===== src/design/pbb_pkg.sv =====
package pbb_pkg;

  localparam int unsigned ChanW   = 8;
  localparam int unsigned CoordW  = 12;
  localparam int unsigned FactorW = 9;
  localparam int unsigned ProdW   = 16;

  localparam logic [FactorW-1:0] FullFactor = 9'd256;

  typedef enum logic [2:0] {
    MODE_COPY        = 3'd0,
    MODE_KEY         = 3'd1,
    MODE_TEST        = 3'd2,
    MODE_SRC_BLEND   = 3'd3,
    MODE_CONST_BLEND = 3'd4
  } blend_mode_t;

  typedef enum logic [2:0] {
    REG_BLEND_MODE      = 3'd0,
    REG_COLOR_KEY       = 3'd1,
    REG_ALPHA_REFERENCE = 3'd2,
    REG_CONSTANT_ALPHA  = 3'd3,
    REG_RASTER_WIDTH    = 3'd4,
    REG_RASTER_HEIGHT   = 3'd5
  } reg_index_t;

  typedef struct packed {
    logic [2:0]  blend_mode;
    logic [31:0] color_key;
    logic [7:0]  alpha_reference;
    logic [8:0]  constant_alpha;
    logic [12:0] raster_width;
    logic [12:0] raster_height;
  } cfg_t;

  // index 0 red, 1 green, 2 blue, 3 alpha
  typedef logic [3:0][ChanW-1:0] rgba_t;

  // after qualify stage
  typedef struct packed {
    rgba_t              src;
    rgba_t              dst;
    logic               we;
    logic [CoordW-1:0]  x;
    logic [CoordW-1:0]  y;
    logic               src_blend;
    logic               const_blend;
    logic [FactorW-1:0] src_factor;
    logic [FactorW-1:0] const_factor;
  } qual_t;

endpackage


===== src/design/pbb_cfg.sv =====
module pbb_cfg
  import pbb_pkg::*;
(
  input  logic        clk,
  input  logic        rst,
  input  logic        cfg_valid,
  output logic        cfg_ready,
  input  logic [2:0]  cfg_index,
  input  logic [31:0] cfg_data,
  output cfg_t        cfg
);

  assign cfg_ready = 1'b1;

  always_ff @(posedge clk) begin
    if (rst) begin
      cfg.blend_mode      <= MODE_COPY;
      cfg.color_key       <= '0;
      cfg.alpha_reference <= '0;
      cfg.constant_alpha  <= FullFactor;
      cfg.raster_width    <= 13'd4096;
      cfg.raster_height   <= 13'd4096;
    end else if (cfg_valid) begin
      unique case (reg_index_t'(cfg_index))
        REG_BLEND_MODE:      cfg.blend_mode      <= cfg_data[2:0];
        REG_COLOR_KEY:       cfg.color_key       <= cfg_data;
        REG_ALPHA_REFERENCE: cfg.alpha_reference <= cfg_data[7:0];
        REG_CONSTANT_ALPHA:  cfg.constant_alpha  <= cfg_data[8:0];
        REG_RASTER_WIDTH:    cfg.raster_width    <= cfg_data[12:0];
        REG_RASTER_HEIGHT:   cfg.raster_height   <= cfg_data[12:0];
        default: ;
      endcase
    end
  end

endmodule


===== src/design/pbb_qual.sv =====
module pbb_qual
  import pbb_pkg::*;
(
  input  logic        clk,
  input  logic        rst,
  input  cfg_t        cfg,
  input  logic        in_valid,
  output logic        in_ready,
  input  rgba_t       in_src,
  input  rgba_t       in_dst,
  input  logic [12:0] in_x,
  input  logic [12:0] in_y,
  output logic        out_valid,
  input  logic        out_ready,
  output qual_t       out_item
);

  qual_t       item_next;
  logic        on_raster;
  logic        key_hit;
  logic [31:0] packed_src;

  assign in_ready = !out_valid || out_ready;

  always_comb begin
    packed_src = {in_src[0], in_src[1], in_src[2], in_src[3]};
    key_hit    = (packed_src == cfg.color_key);
    on_raster  = !in_x[12] && !in_y[12] &&
                 ({1'b0, in_x[11:0]} < cfg.raster_width) &&
                 ({1'b0, in_y[11:0]} < cfg.raster_height);

    item_next.src = in_src;
    item_next.dst = in_dst;
    item_next.x   = in_x[11:0];
    item_next.y   = in_y[11:0];
    item_next.we  = on_raster;
    case (blend_mode_t'(cfg.blend_mode))
      MODE_KEY:  if (key_hit) item_next.we = 1'b0;
      MODE_TEST: if (!(in_src[3] > cfg.alpha_reference)) item_next.we = 1'b0;
      default: ;
    endcase
    item_next.src_blend   = (cfg.blend_mode == MODE_SRC_BLEND);
    item_next.const_blend = (cfg.blend_mode == MODE_CONST_BLEND);
    // opaque source alpha counts as a full factor
    item_next.src_factor  = (in_src[3] == 8'hFF) ? FullFactor : {1'b0, in_src[3]};
    item_next.const_factor = (cfg.constant_alpha > FullFactor) ? FullFactor
                                                                 : cfg.constant_alpha;
  end

  always_ff @(posedge clk) begin
    if (rst) begin
      out_valid <= 1'b0;
    end else if (in_ready) begin
      out_valid <= in_valid;
    end
  end

  always_ff @(posedge clk) begin
    if (in_ready && in_valid) begin
      out_item <= item_next;
    end
  end

endmodule


===== src/design/pbb_mix.sv =====
module pbb_mix
  import pbb_pkg::*;
(
  input  logic              clk,
  input  logic              rst,
  input  logic              in_valid,
  output logic              in_ready,
  input  qual_t             in_item,
  output logic              out_valid,
  input  logic              out_ready,
  output rgba_t             out_pix,
  output logic              out_we,
  output logic [CoordW-1:0] out_x,
  output logic [CoordW-1:0] out_y
);

  // factor stage
  logic               f_valid;
  logic               f_adv;
  rgba_t              f_src;
  rgba_t              f_dst;
  logic               f_we;
  logic [CoordW-1:0]  f_x;
  logic [CoordW-1:0]  f_y;
  logic [FactorW-1:0] f_factor;
  logic [FactorW-1:0] f_factor_next;
  logic [17:0]        alpha_prod;

  // product stage
  logic                  p_valid;
  logic                  p_adv;
  logic [3:0][ProdW-1:0] p_src_prod;
  logic [3:0][ProdW-1:0] p_dst_prod;
  logic                  p_we;
  logic [CoordW-1:0]     p_x;
  logic [CoordW-1:0]     p_y;
  logic [FactorW-1:0]    inv_factor;

  // output stage
  logic  o_adv;
  rgba_t pix_next;
  logic [ProdW-1:0] chan_sum;

  assign o_adv    = !out_valid || out_ready;
  assign p_adv    = !p_valid || o_adv;
  assign f_adv    = !f_valid || p_adv;
  assign in_ready = f_adv;

  always_comb begin
    alpha_prod = 18'(in_item.src_factor) * 18'(in_item.const_factor);
    if (in_item.src_blend) begin
      f_factor_next = alpha_prod[16:8];
    end else if (in_item.const_blend) begin
      f_factor_next = in_item.const_factor;
    end else begin
      // copy, key and test modes pass the source through unchanged
      f_factor_next = FullFactor;
    end
  end

  always_ff @(posedge clk) begin
    if (rst) begin
      f_valid <= 1'b0;
    end else if (f_adv) begin
      f_valid <= in_valid;
    end
  end

  always_ff @(posedge clk) begin
    if (f_adv && in_valid) begin
      f_src    <= in_item.src;
      f_dst    <= in_item.dst;
      f_we     <= in_item.we;
      f_x      <= in_item.x;
      f_y      <= in_item.y;
      f_factor <= f_factor_next;
    end
  end

  assign inv_factor = FullFactor - f_factor;

  always_ff @(posedge clk) begin
    if (rst) begin
      p_valid <= 1'b0;
    end else if (p_adv) begin
      p_valid <= f_valid;
    end
  end

  always_ff @(posedge clk) begin
    if (p_adv && f_valid) begin
      for (int i = 0; i < 4; i++) begin
        p_src_prod[i] <= ProdW'(f_src[i]) * ProdW'(f_factor);
        p_dst_prod[i] <= ProdW'(f_dst[i]) * ProdW'(inv_factor);
      end
      p_we <= f_we;
      p_x  <= f_x;
      p_y  <= f_y;
    end
  end

  // sum never exceeds 255 * 256, so it fits the product width
  always_comb begin
    chan_sum = '0;
    for (int i = 0; i < 4; i++) begin
      chan_sum    = p_src_prod[i] + p_dst_prod[i];
      pix_next[i] = p_we ? chan_sum[15:8] : '0;
    end
  end

  always_ff @(posedge clk) begin
    if (rst) begin
      out_valid <= 1'b0;
    end else if (o_adv) begin
      out_valid <= p_valid;
    end
  end

  always_ff @(posedge clk) begin
    if (o_adv && p_valid) begin
      out_pix <= pix_next;
      out_we  <= p_we;
      out_x   <= p_we ? p_x : '0;
      out_y   <= p_we ? p_y : '0;
    end
  end

endmodule


===== src/design/pixel_blit_blend_unit.sv =====
// channel  dir  handshake          contents
// s_       in   s_tvalid/s_tready  source pixel, destination pixel, coordinate
// m_       out  m_tvalid/m_tready  resulting pixel, coordinate; tuser write enable
// cfg_     in   cfg_valid/cfg_ready register index and write data
//
// one pixel request accepted per clock unless a stall on m_tready holds the pipeline
// stages: qualify (clip, key, test), factor multiply, channel multiplies, sum and mux
// rst clears the stage valid bits and loads the register reset values
// a stall on m_tready holds each full stage; empty stages still fill behind it
// cfg_ready is always high; a write lands in the next cycle
module pixel_blit_blend_unit
  import pbb_pkg::*;
(
  input  logic        clk,
  input  logic        rst,
  input  logic        s_tvalid,
  output logic        s_tready,
  // src_red, src_green, src_blue, src_alpha, dst_red, dst_green, dst_blue,
  // dst_alpha, pos_x, pos_y, zero pad
  input  logic [95:0] s_tdata,
  output logic        m_tvalid,
  input  logic        m_tready,
  // out_red, out_green, out_blue, out_alpha, out_x, out_y
  output logic [55:0] m_tdata,
  // write_enable
  output logic        m_tuser,
  input  logic        cfg_valid,
  output logic        cfg_ready,
  input  logic [2:0]  cfg_index,
  input  logic [31:0] cfg_data
);

  cfg_t              cfg;
  rgba_t             in_src;
  rgba_t             in_dst;
  logic              q_valid;
  logic              q_ready;
  qual_t             q_item;
  rgba_t             out_pix;
  logic [CoordW-1:0] out_x;
  logic [CoordW-1:0] out_y;

  assign in_src = {s_tdata[31:24], s_tdata[23:16], s_tdata[15:8], s_tdata[7:0]};
  assign in_dst = {s_tdata[63:56], s_tdata[55:48], s_tdata[47:40], s_tdata[39:32]};

  pbb_cfg u_cfg (
    .clk       (clk),
    .rst       (rst),
    .cfg_valid (cfg_valid),
    .cfg_ready (cfg_ready),
    .cfg_index (cfg_index),
    .cfg_data  (cfg_data),
    .cfg       (cfg)
  );

  pbb_qual u_qual (
    .clk       (clk),
    .rst       (rst),
    .cfg       (cfg),
    .in_valid  (s_tvalid),
    .in_ready  (s_tready),
    .in_src    (in_src),
    .in_dst    (in_dst),
    .in_x      (s_tdata[76:64]),
    .in_y      (s_tdata[89:77]),
    .out_valid (q_valid),
    .out_ready (q_ready),
    .out_item  (q_item)
  );

  pbb_mix u_mix (
    .clk       (clk),
    .rst       (rst),
    .in_valid  (q_valid),
    .in_ready  (q_ready),
    .in_item   (q_item),
    .out_valid (m_tvalid),
    .out_ready (m_tready),
    .out_pix   (out_pix),
    .out_we    (m_tuser),
    .out_x     (out_x),
    .out_y     (out_y)
  );

  assign m_tdata = {out_y, out_x, out_pix[3], out_pix[2], out_pix[1], out_pix[0]};

endmodule

===== config.mk =====
export PLATFORM = sky130hd
export DESIGN_NAME = pixel_blit_blend_unit
export DESIGN_NICKNAME = d
export VERILOG_FILES = /design/src/design/pbb_pkg.sv /design/src/design/pbb_cfg.sv /design/src/design/pbb_qual.sv /design/src/design/pbb_mix.sv /design/src/design/pixel_blit_blend_unit.sv
export SDC_FILE = /design/constraint.sdc
export NUM_CORES = 2
export LEC_CHECK = 0
export BUFFER_PORTS_ARGS = -buffer_cell sky130_fd_sc_hd__buf_2
export CAP_MARGIN = 25
export CORE_UTILIZATION = 35
export CTS_CLUSTER_DIAMETER = 30
export DETAILED_ROUTE_END_ITERATION = 10
export PLACE_DENSITY = 0.61
export SLEW_MARGIN = 10
export SYNTH_ARGS = -nofsm -noshare
export SYNTH_HDL_FRONTEND = slang
export SYNTH_SLANG_ARGS = --single-unit

===== constraint.sdc =====
create_clock -name clk -period 22.4 [get_ports clk]
set_input_delay 0 -clock clk [delete_from_list [all_inputs] [get_ports clk]]
set_output_delay 0 -clock clk [all_outputs]
set_load 0.005 [all_outputs]

-- Word-level counts from Yosys, hierarchy flattened
Index checks and enable logic that the tools add are counted.
- equal/unequal tests: 11
- reductions and logical operators: 24
- $mul: 9
- order comparisons: 4
- muxes and demuxes: 6
- add/subtract/negate cells: 5
- operators by type and width (kind ; count):
    $mul A8 B9 Y16 ; 8
    $add A16 B16 Y16 ; 4
    $eq A32 B32 Y1 ; 1
    $mux W9 ; 3
    $lt A12 B13 Y1 ; 2
    $mul A9 B9 Y17 ; 1
    $eq A3 B2 Y1 const B ; 4
    $reduce_and A2 Y1 ; 6
    $eq A3 B3 Y1 const B ; 3
    $gt A9 B9 Y1 const B ; 1
    $sub A9 B9 Y9 const A ; 1
    $eq A8 B8 Y1 const B ; 1
    $gt A8 B8 Y1 ; 1
    $logic_and A1 B1 Y1 ; 7
    $eq A3 B1 Y1 const B ; 2
    $logic_not A1 Y1 ; 6
    $logic_or A1 B1 Y1 ; 4
    $logic_not A3 Y1 ; 1
    $mux W1 ; 2
    $pmux W1 S2 ; 1
- logic and storage cells: 115
- output and inout bits: 60
- bits of input ports: 136
- register bits after elaboration: 499

-- Depth between registers and ports, before layout
- word-level depth: 6
- gate-level depth with buffers: 22
- gate-level depth less buffers: 20

-- Cells and area by module
A second synthesis with hierarchy kept.
- cell total of the unflattened synthesis: 3634
- area total of the unflattened synthesis: 39804.4 µm²
- modules (own cells, without submodules) (module ; cells each ; seq. area each (µm²) ; area each (µm²) ; instances):
    pbb_mix ; 3045 ; 9308.9 ; 31994.4 ; 1
    pbb_qual ; 291 ; 3293.2 ; 4599.4 ; 1
    pbb_cfg ; 298 ; 1561.5 ; 3210.6 ; 1

-- Least setup slack after synthesis
OpenSTA, ideal clock, no wires.
- path kind: reg2reg
- start: register u_mix.out_valid
- end: register u_mix.p_dst_prod[0] (netlist bit), enable pin
- stages on the path, launching flop included: 3
- library setup time: 0.900 ns
- data arrival time: 11.517 ns
- slack: 9.983 ns
- buffers on the path: 0
- data required time: 21.500 ns
- period minus slack after synthesis: 12.417 ns
- cell sequence: dfxtp_1 -> nor2b_1 -> a21boi_0
- word-level cells in the longest chain between the ends: 4
- ends and longest elaborated chain (item ; line ; text):
    from (decl) ; pbb_mix.sv:9 ; output logic out_valid,
    from (signal assigned) ; pbb_mix.sv:115 ; out_valid <= p_valid;
    $logic_not A1 Y1 ; pbb_mix.sv:44 ; assign o_adv = !out_valid || out_ready;
    $logic_or A1 B1 Y1 ; pbb_mix.sv:44 ;
    $logic_or A1 B1 Y1 ; pbb_mix.sv:45 ; assign p_adv = !p_valid || o_adv;
    $logic_and A1 B1 Y1 ; pbb_mix.sv:91 ; if (p_adv && f_valid) begin
    to (signal, indexed assignment) ; pbb_mix.sv:94 ; p_dst_prod[i] <= ProdW'(f_dst[i]) * ProdW'(inv_factor);
    to (decl) ; pbb_mix.sv:33 ; logic [3:0][ProdW-1:0] p_dst_prod;
Every way passes these cells.
A chain may end at the register's enable or synchronous reset.

-- Worst setup path in the final report
- start: register u_mix.f_factor[0]
- end: register u_mix.p_dst_prod[63] (netlist bit) (data pin)
- word-level cells in the longest chain between the ends: 2
- ends and longest elaborated chain (item ; line ; text):
    from (decl) ; pbb_mix.sv:25 ; logic [FactorW-1:0] f_factor;
    from (signal assigned) ; pbb_mix.sv:76 ; f_factor <= f_factor_next;
    $sub A9 B9 Y9 ; pbb_mix.sv:80 ; assign inv_factor = FullFactor - f_factor;
    $mul A8 B9 Y16 ; pbb_mix.sv:94 ;
Every way passes these cells.

==> results.cfg <==
[setup_path]
end_kind = flop
crit_fanout = 66
crit_buf_inv = 5
cpMostUsedCell = fa_1
path_class = reg -> reg
path_cells = buf_4, inv_1, ha_1, nand2_1, xor2_4, buf_4, and2_1, fa_1, fa_1, fa_1, inv_1, fa_1, inv_1, ha_1, or2_2, a21oi_1, a21oi_1, a211oi_1, a21oi_1, xnor2_1
critPathSlowestCell = buf_4
cp.arrival_ns = 6.58
worstPathRequired_ns = 22.77
critPathMaxStageDelay_ns = 0.57
critPathLaunchType = flop
crit_family = adder cells

[grt]
grt_util_all_layers_pct = 16.4
grt-ovfl-total = 0
grt_pass1_vias = 28000
grt_pass1_wl_um = 146000
grt_max_degree = 83
antenna_found_initial = 8

[die]
die_y_um = 337
rows = 122
io_pins = 196
start_util_pct = 35.4
die_w_um = 337
coreArea_sq_um = 111000
dieArea_sq_um = 114000

[placed_design]
detailed_place_hpwl_um = 65500
io_buffers = 188
gp_congestion = 0.813
placed_cells = 5257

[timing]
skew_ns = 0.0946
min_period_ns = 6.21
fmax_mhz = 161
finalSetupViolations = 0
finalSetupTns_ns = 0
drv_slew = 0
hold_violations = 0
period_share_pct = 27.7
worst_pin_slew_ns = 0.984
slew_headroom_pct = 34.4
rsz0062_at_grt = false

[final_layout]
area_growth_pct = 22.2
multi_input_area_sq_um = 22700
stdcell_count = 5677
final_nets = 4985
utilization_pct = 43.2
regArea_sq_um = 14200
n_fill_cell = 10400
drive_gt1_share_pct = 11.3

[logic_synthesis]
syn_inst = 3664
syn_nets = 4575
avgSynthCellArea_sq_um = 10.7
synth.ff_latch_count = 499
ys_types = 76
synth_area_sq_um = 39300
synth_edf_count = 417
ys_warn_count = 0
seq_area_frac_synth_pct = 36.1
synth_top_flop_cell = edfxtp_1
synthArstFlopShare_pct = 0

[route]
vias = 26600
wl_per_cell_um = 16.0
drc = 0
first_pass_iters = 6
postRouteWirelength_um = 91000
via_per_inst = 4.68
drt_iter0_markers = 1230
antenna_left = 0

[clock_network]
clock_sinks = 499
post_cts_buffers = 0
cts_buffer_depth = 3
cts_tree = yes
htree_levels = 3
insertion_delay_ns = 0.71
root_buffer = clkbuf_16
clkTransAtPathRegs_ns = 0.05
cts_buffers = 120

[pwr]
vdd_ir_drop_max_v = 0.0000853
pwr_density_cell_nw_per_um2 = 127
total_power_mw = 6.11
p_leak_nw = 21.0

[run]
drv_cap = 0

[hold_path]
hp-class = in -> reg

[run_status]
status = completed
==> path summary, 6_finish.rpt <==
path,startpoint,cells after the start,slack [ns],endpoint
worst max register to register,u_mix.f_factor[0],20,16.19,u_mix.p_dst_prod[63]
worst max-delay path,u_mix.f_factor[0],20,16.19,u_mix.p_dst_prod[63]
worst min register to register,u_qual.out_item[88],0,0.41,u_mix.f_src[11]
worst min-delay path,s_tdata[48],2,0.04,u_qual.out_item[61]
==> registers in the layout (all words and copies together), names as in the netlist, 9 cells and up <==
signal,cells
u_mix.out_x,12
u_mix.p_y,12
u_mix.f_x,12
u_mix.out_pix,32
u_mix.p_src_prod,64
u_mix.p_x,12
u_mix.f_dst,32
u_cfg.cfg,78
u_mix.f_src,32
u_mix.f_factor,9
u_mix.out_y,12
u_qual.out_item,109
u_mix.p_dst_prod,64
u_mix.f_y,12
==> cell families after synthesis <==
group | Yosys count | share of synthesized area (%)
AND/OR/NAND/NOR | 1180 | 15.6
adder cells (fa/ha/maj) | 775 | 31.9
buffers and inverters | 673 | 6.50
flip-flops | 499 | 36.1
AO/OA/AOI/OAI | 342 | 5.49
XOR/XNOR | 189 | 4.28
multiplexers | 5 | 0.127
other | 1 | 0.00955
==> cell usage in the layout (no fill, tap or decap), types with 16 or more instances in the layout <==
cell / synthesis / final
a21o_1: 20 / 20
a21oi_1: 173 / 172
and2_1: 456 / 456
buf_2: 4 / 188
buf_4: 3 / 29
clkbuf_16: 0 / 121
clkinv_4: 0 / 22
clkinvlp_4: 0 / 24
dfxtp_1: 82 / 82
dlygate4sd3_1: 0 / 181
edfxtp_1: 417 / 417
fa_1: 376 / 376
ha_1: 399 / 399
inv_1: 561 / 561
nand2_1: 419 / 419
nand2b_1: 23 / 23
nand3_1: 29 / 29
nand4_1: 20 / 20
nor2_1: 91 / 90
nor2b_1: 44 / 42
nor3_1: 20 / 20
o21a_1: 27 / 27
o21ai_0: 40 / 40
or3_1: 16 / 16
xnor2_1: 135 / 131
xor2_1: 52 / 50
==> layout make-up <==
| type | count | area share, % |
|---|---|---|
| tap | 1488 | 3.88 |
| clock buffer | 138 | 6.48 |
| clock inverter | 92 | 2.18 |
| antenna | 7 | 0.0365 |
| sequential | 499 | 29.5 |
| inverter | 561 | 4.39 |
| timing repair buffer | 400 | 6.27 |
| multi-input combinational | 2492 | 47.2 |
==> layer usage <==
| metal | GRT usage (%) | vias to the layer above | share of wire, % | routed length (um) |
|---|---|---|---|---|
| li1 | - | 12700 | - | - |
| met1 | 19.7 | 13200 | 42 | 38200 |
| met5 | 0 | - | 0.038 | 35 |
| met4 | 5.62 | 6 | 2.7 | 2420 |
| met2 | 28.9 | 496 | 50 | 45700 |
| met3 | 3.41 | 154 | 5.1 | 4670 |
==> report_power, final <==
group	internal, mW	total (mW)	switching [mW]	leakage [nW]
Combinational	1.36	3.05	1.70	14.4
Clock	1.14	1.73	0.595	1.94
Sequential	1.28	1.33	0.0503	4.59
==> synth_stat cells (9+ instances only) <==
master / n / share of area [%]
nor2b_1: 44 / 0.70
a21o_1: 20 / 0.38
nor2_1: 91 / 0.87
a211oi_1: 10 / 0.19
and3_1: 14 / 0.22
fa_1: 376 / 19
nand2b_1: 23 / 0.37
o21a_1: 27 / 0.52
nand2_1: 419 / 4.0
nor4_1: 10 / 0.16
inv_1: 561 / 5.4
and2_1: 456 / 7.3
o21ai_0: 40 / 0.51
edfxtp_1: 417 / 32
a31oi_1: 9 / 0.14
a21oi_1: 173 / 2.2
nand3_1: 29 / 0.37
xor2_1: 52 / 1.2
ha_1: 399 / 13
xnor2_1: 135 / 3.0
nand4_1: 20 / 0.32
nor3_1: 20 / 0.25
or3_1: 16 / 0.25
dfxtp_1: 82 / 4.2
clkbuf_1: 95 / 0.91
==> metrics by stage <==
stage               area, sq um  setup slack [ns]  hold WS (ns)
finish                    48000             16.19        0.0392
CTS                       47900             15.95       0.00251
global placement          42000             16.16         0.178
floorplan                 39300              9.98        0.0989
detailed placement        42000             16.11         0.178
global route              48000             15.79        0.0215
==> what timing repair did <==
action | CTS | global route
hold buffers | 181 | 0
endpoints found under the hold margin | 180 | 0
resized for setup | 0 | 0
Note: power is estimated with default switching activity, not from simulation.
